==> src/rtl/core/lpc_pkg.sv <==
// ----------------------------------------------------------------------------
// lpc_pkg: shared types and constants of the lidar point colorizer
// Register indexes, field widths, status codes and pipeline side-band type.
// ----------------------------------------------------------------------------
`default_nettype none

package lpc_pkg;

  localparam int unsigned IMAGE_PIXELS = 4194304;
  localparam int unsigned IMAGE_PIXELS_MAX = 16777216;

  // configuration register indexes
  localparam logic [2:0] REG_ROT_ROW0   = 3'd0;
  localparam logic [2:0] REG_ROT_ROW1   = 3'd1;
  localparam logic [2:0] REG_ROT_ROW2   = 3'd2;
  localparam logic [2:0] REG_SHIFT      = 3'd3;
  localparam logic [2:0] REG_FOCAL      = 3'd4;
  localparam logic [2:0] REG_PRINCIPAL  = 3'd5;
  localparam logic [2:0] REG_WIDTH      = 3'd6;
  localparam logic [2:0] REG_HEIGHT     = 3'd7;

  localparam int unsigned CFG_W = 63;

  // status codes
  localparam logic [1:0] ST_COLORED  = 2'd0;
  localparam logic [1:0] ST_ZERO_PT  = 2'd1;
  localparam logic [1:0] ST_NO_COLOR = 2'd2;

  localparam logic CMD_LOAD    = 1'b0;
  localparam logic CMD_PROJECT = 1'b1;

  // extrinsic depth offset, 0.1 m in Q14.10
  localparam logic signed [24:0] DEPTH_OFFSET = 25'sd102;

  // divider: |numerator| >> 10 fits 39 bits, |depth| fits 24 bits
  localparam int unsigned NUM_W = 39;
  localparam int unsigned DEN_W = 24;

  // side-band that travels along the divider
  typedef struct packed {
    logic               valid;
    logic               cmd;
    logic [21:0]        pixel_index;
    logic [23:0]        pixel_color;
    logic               zero_pt;
    logic               depth_zero;
    logic signed [23:0] wx;
    logic signed [23:0] wy;
    logic signed [23:0] wz;
    logic               neg_u;
    logic               neg_v;
  } side_t;

endpackage

`default_nettype wire

==> src/rtl/core/lpc_div.sv <==
// ----------------------------------------------------------------------------
// lpc_div: pipelined unsigned restoring divider
// One quotient bit per stage, NUM_W stages, whole pipe advances on en.
// ----------------------------------------------------------------------------
`default_nettype none

module lpc_div #(
  parameter int unsigned NUM_W = lpc_pkg::NUM_W,
  parameter int unsigned DEN_W = lpc_pkg::DEN_W
) (
  input  wire logic             clk,
  input  wire logic             en,
  input  wire logic [NUM_W-1:0] num,
  input  wire logic [DEN_W-1:0] den,
  output logic      [NUM_W-1:0] quo
);

  logic [NUM_W-1:0] n_q [NUM_W+1];
  logic [NUM_W-1:0] q_q [NUM_W+1];
  logic [DEN_W-1:0] r_q [NUM_W+1];
  logic [DEN_W-1:0] d_q [NUM_W+1];

  assign n_q[0] = num;
  assign q_q[0] = '0;
  assign r_q[0] = '0;
  assign d_q[0] = den;

  for (genvar i = 0; i < NUM_W; i++) begin : g_stage
    logic [DEN_W:0] trial;
    logic           fits;

    assign trial = {r_q[i], n_q[i][NUM_W-1]};
    assign fits  = (trial >= {1'b0, d_q[i]});

    always_ff @(posedge clk) begin
      if (en) begin
        n_q[i+1] <= n_q[i] << 1;
        q_q[i+1] <= {q_q[i][NUM_W-2:0], fits};
        r_q[i+1] <= fits ? DEN_W'(trial - {1'b0, d_q[i]}) : trial[DEN_W-1:0];
        d_q[i+1] <= d_q[i];
      end
    end
  end

  assign quo = q_q[NUM_W];

endmodule

`default_nettype wire

==> config.mk <==
export PLATFORM = sky130hd
export DESIGN_NAME = lpc_div
export DESIGN_NICKNAME = d
export VERILOG_FILES = /design/src/rtl/core/lpc_pkg.sv /design/src/rtl/core/lpc_div.sv
export SDC_FILE = /design/constraint.sdc
export NUM_CORES = 2
export LEC_CHECK = 0
export BUFFER_PORTS_ARGS = -buffer_cell sky130_fd_sc_hd__buf_4
export CORE_ASPECT_RATIO = 0.9
export CORE_MARGIN = 4
export CORE_UTILIZATION = 49
export DETAILED_ROUTE_END_ITERATION = 16
export SYNTH_ARGS = -nofsm -noshare
export SYNTH_HDL_FRONTEND = slang
export SYNTH_SLANG_ARGS = --single-unit
export TNS_END_PERCENT = 5
==> constraint.sdc <==
create_clock -name clk -period 8.6 [get_ports clk]
set_input_delay 1.29 -clock clk [delete_from_list [all_inputs] [get_ports clk]]
set_output_delay 1.29 -clock clk [all_outputs]
set_load 0.05 [all_outputs]
==> results_dict.tcl <==
set metrics [dict create \
    detail_route.wirelength_um 323400 \
    core-area_um2 316600 \
    reg2reg_from "d_q[289]" \
    grt_antenna_before_repair 5 \
    design_area_um2 173400 \
    fmax_mhz 227.9 \
    met2_wirelength_um 155500 \
    grt_pass1_vias 88160 \
    post_cts_resize_count 0 \
    cts.reportedPaths.clkPinSlew_ns 0.06 \
    rr_endpoint "g_stage[28].trial[12]" \
    area_enclosed_by_the_die_boundary_um2 326900 \
    io_buffers 103 \
    grt_setup_unrepaired "no" \
    reg2regPathDepth 12 \
    cp_data_required_time_ns 9.25 \
    run_status "completed" \
    detail_route.drc_violations 0 \
    gp_congestion 0.9167 \
    cp_cell_sequence "inv_1, ha_1, nor2b_1, o21a_1, o21ai_1, a21oi_1, nor4b_1, o31ai_1, or3_1, a21o_1, a31oi_4, mux2_2" \
    numCtsBuffers 350 \
    synthMostInstantiatedCell "sky130_fd_sc_hd__edfxtp_1" \
    cts.repair_timing.setup_buffer_count 0 \
    synth_enable_flop_cells 3345 \
    numClockSinks 3345 \
    synth-main-ff-cell "sky130_fd_sc_hd__edfxtp_1" \
    routed_via_density 5.410 \
    clock_tree.root_cell "sky130_fd_sc_hd__clkbuf_16" \
    first_pass_grt_wire_length_um 503000 \
    finalCritPeriodShare_pct 51.02 \
    nets 12960 \
    num_rows 196 \
    drtIter0Drc 6892 \
    place_area_um2 161700 \
    cp-startpoint "d_q[289]" \
    post_cts_hold_buffer_count 0 \
    fin_util_pct 54.76 \
    yosys-top-cells-count "sky130_fd_sc_hd__edfxtp_1, sky130_fd_sc_hd__inv_1, sky130_fd_sc_hd__ha_1, sky130_fd_sc_hd__a21oi_1, sky130_fd_sc_hd__nand2_1" \
    post-place-ws_ns 3.911 \
    grt_usage_pct 19.33 \
    yosys.area.top_type "sky130_fd_sc_hd__edfxtp_1" \
    cts.htree.levels 5 \
    worst_hold_path_type "flop to flop" \
    proportion_of_synthesized_chip_area_in_sequential_cells_pct 64.50 \
    route.layer.met1.wl_um 145700 \
    critical_path.endpoint_type "flop" \
    ant_nets 0 \
    top_layer_used "met4" \
    drive_above_1_share_pct 9.416 \
    p_per_area_nw_per_um2 366.9 \
    report.final.setup_viol 0 \
    netlist-cell-type-count 95 \
    worst-endpoint-arrival_ns 5.04 \
    synth.ff_latch_count 3345 \
    start_util_pct 49.19 \
    finalMaxSlewViolations 0 \
    die_h_um 542.8 \
    clk_latency_ns 0.93 \
    synthesis.yosys.warnings 0 \
    timing.max_cap.violations 0 \
    proportion_of_register_bits_with_asynchronous_set_or_reset_after_synthesis_pct 0 \
    synthesis.nets 12650 \
    sum_of_net_half_perimeters_after_detailed_placement_um 231100 \
    worst_reg_to_reg_setup_slack_ns 4.21 \
    pin_count 104 \
    cts_tree "built" \
    synth.cell_area_um2 155700 \
    postSynthCellCount 11630 \
    hold_path_depth 0 \
    highest_ir_drop_seen_on_vdd_uv 233.8 \
    critical_path.max_stage_delay_ns 0.86 \
    die_w_um 602.2 \
    area_delta_synth_final_pct 11.34 \
    worst_pin_slew_ns 1.168 \
    yosys.area.top_type_share_pct 64.50 \
    start_kind "flop" \
    grt_start_max_net_pins 193 \
    detailroute.via_count 89220 \
    routed_wl_per_cell_um 19.61 \
    report.power.total_mw 63.61 \
    post-route-worst-setup-slack_ns 4.212 \
    timing.setup.critical_path_class "flop to flop" \
    synth_top_cells_by_area "sky130_fd_sc_hd__edfxtp_1, sky130_fd_sc_hd__ha_1, sky130_fd_sc_hd__inv_1" \
    hold_path_startpoint "q_q[910]" \
    detailroute.wirelength.met3_um 12710 \
    final_period_minus_worst_setup_slack_ns 4.388 \
    min_to "q_q[872]" \
    grt_overflow_total 0 \
    synthesis.area_per_instance_um2 13.39 \
    relSlewSlack_pct 22.11 \
    final_hold_viol_count 0 \
    critPathSlowestCell "sky130_fd_sc_hd__a31oi_4" \
    detailedRoute.firstPassIterationCount 6 \
    worstPathMaxFanout 25 \
    cellLeakagePower_nw 67.62 \
    finalSetupTns_ns 0 \
    clock_skew_ns 0.05328 \
    cts-root-to-sink-buffers 4 \
]
-- final cells by class --
cell class | count | area, um2
Sequential cell | 3345 | 100400
Clock buffer | 420 | 9064
Antenna cell | 2 | 5.005
Inverter | 1162 | 4362
Timing Repair Buffer | 180 | 1534
Clock inverter | 218 | 2659
Fill cell | 25960 | 143200
Tap cell | 4257 | 5326
Multi-Input combinational cell | 6909 | 49990
-- sequential cells by signal, indices dropped and copies added (netlist names) --
register	count
g_stage.trial	950
d_q	912
q_q	741
n_q	703
quo	39
-- per-stage QoR --
stage / std cells / hold slack, ns
after floorplan: 11630 / 0.4003
after global placement: 15850 / 0.4003
after detailed placement: 15850 / 0.4045
after CTS: 16490 / 0.3908
after global routing: 16490 / 0.3998
final: 16490 / 0.3942
-- power by group --
part           leakage, nW  switching, mW  internal [mW]
Clock                 5.65           6.45           8.91
Sequential            32.7           2.06           22.7
Combinational         29.3           13.1           10.4
Total                 67.6           21.6           42.0
-- cell families (layout without fill, tap and decap cells) --
| logic type | Yosys count | after routing | share of synthesized area, % |
|---|---|---|---|
| adder cells (fa/ha/maj) | 951 | 951 | 7.819 |
| buffers and inverters | 1375 | 1980 | 3.497 |
| other | 0 | 2 | 0 |
| multiplexers | 403 | 403 | 2.925 |
| XOR/XNOR | 702 | 702 | 3.948 |
| flip-flops | 3345 | 3345 | 64.50 |
| AO/OA/AOI/OAI | 2608 | 2608 | 10.50 |
| AND/OR/NAND/NOR | 2245 | 2245 | 6.812 |
-- critical path: cells and delay by family (launching register included) --
kind / cells / cell delay [ns]
buffers and inverters: 1 / 0.06
DFF: 1 / 0.42
muxes: 1 / 0.43
and+or+nand+nor: 3 / 1.12
AOI/OAI and AO/OA: 6 / 1.76
adders and majority gates: 1 / 0.32
-- placed cells by master, fill, tap and decap left out, types with 35 or more instances in the layout --
cell and count:
sky130_fd_sc_hd__a21boi_0 48, sky130_fd_sc_hd__o21ai_0 639, sky130_fd_sc_hd__o21a_1 118, sky130_fd_sc_hd__mux2i_1 37
sky130_fd_sc_hd__o21bai_1 90, sky130_fd_sc_hd__xnor2_1 447, sky130_fd_sc_hd__a211oi_1 73, sky130_fd_sc_hd__nor2_1 635
sky130_fd_sc_hd__nand4_1 125, sky130_fd_sc_hd__a21o_1 340, sky130_fd_sc_hd__o31a_1 35, sky130_fd_sc_hd__clkinv_2 54
sky130_fd_sc_hd__inv_1 1162, sky130_fd_sc_hd__mux2_2 348, sky130_fd_sc_hd__fa_1 37, sky130_fd_sc_hd__bufinv_16 43
sky130_fd_sc_hd__clkbuf_1 68, sky130_fd_sc_hd__a31oi_1 69, sky130_fd_sc_hd__xor2_1 255, sky130_fd_sc_hd__nor3_1 125
sky130_fd_sc_hd__nand2_1 647, sky130_fd_sc_hd__edfxtp_1 3345, sky130_fd_sc_hd__or3_1 50, sky130_fd_sc_hd__ha_1 914
sky130_fd_sc_hd__clkinv_1 65, sky130_fd_sc_hd__nand2b_1 140, sky130_fd_sc_hd__and3_1 67, sky130_fd_sc_hd__buf_4 166
sky130_fd_sc_hd__clkbuf_16 352, sky130_fd_sc_hd__a21oi_1 834, sky130_fd_sc_hd__o31ai_1 45, sky130_fd_sc_hd__nor2b_1 147
sky130_fd_sc_hd__nand3_1 159
-- worst max path at each step --
stage                                 end  slack (ns)  depth (start not counted)
detailed placement    g_stage[1].trial[1]        3.91                          6
floorplan           g_stage[19].trial[17]        5.18                         14
global placement      g_stage[1].trial[1]        4.03                          6
CTS                 g_stage[28].trial[19]        4.28                         12
global route         g_stage[2].trial[23]        4.11                         12
finish              g_stage[28].trial[12]        4.21                         12
-- routing by layer --
layer  vias to the layer above  track usage (%)
li1                      43680                -
met1                     43270            26.64
met2                      1729            32.40
met3                       538            2.319
met4                         0            5.583
met5                         -                0
(Power assumes the default switching activity.)
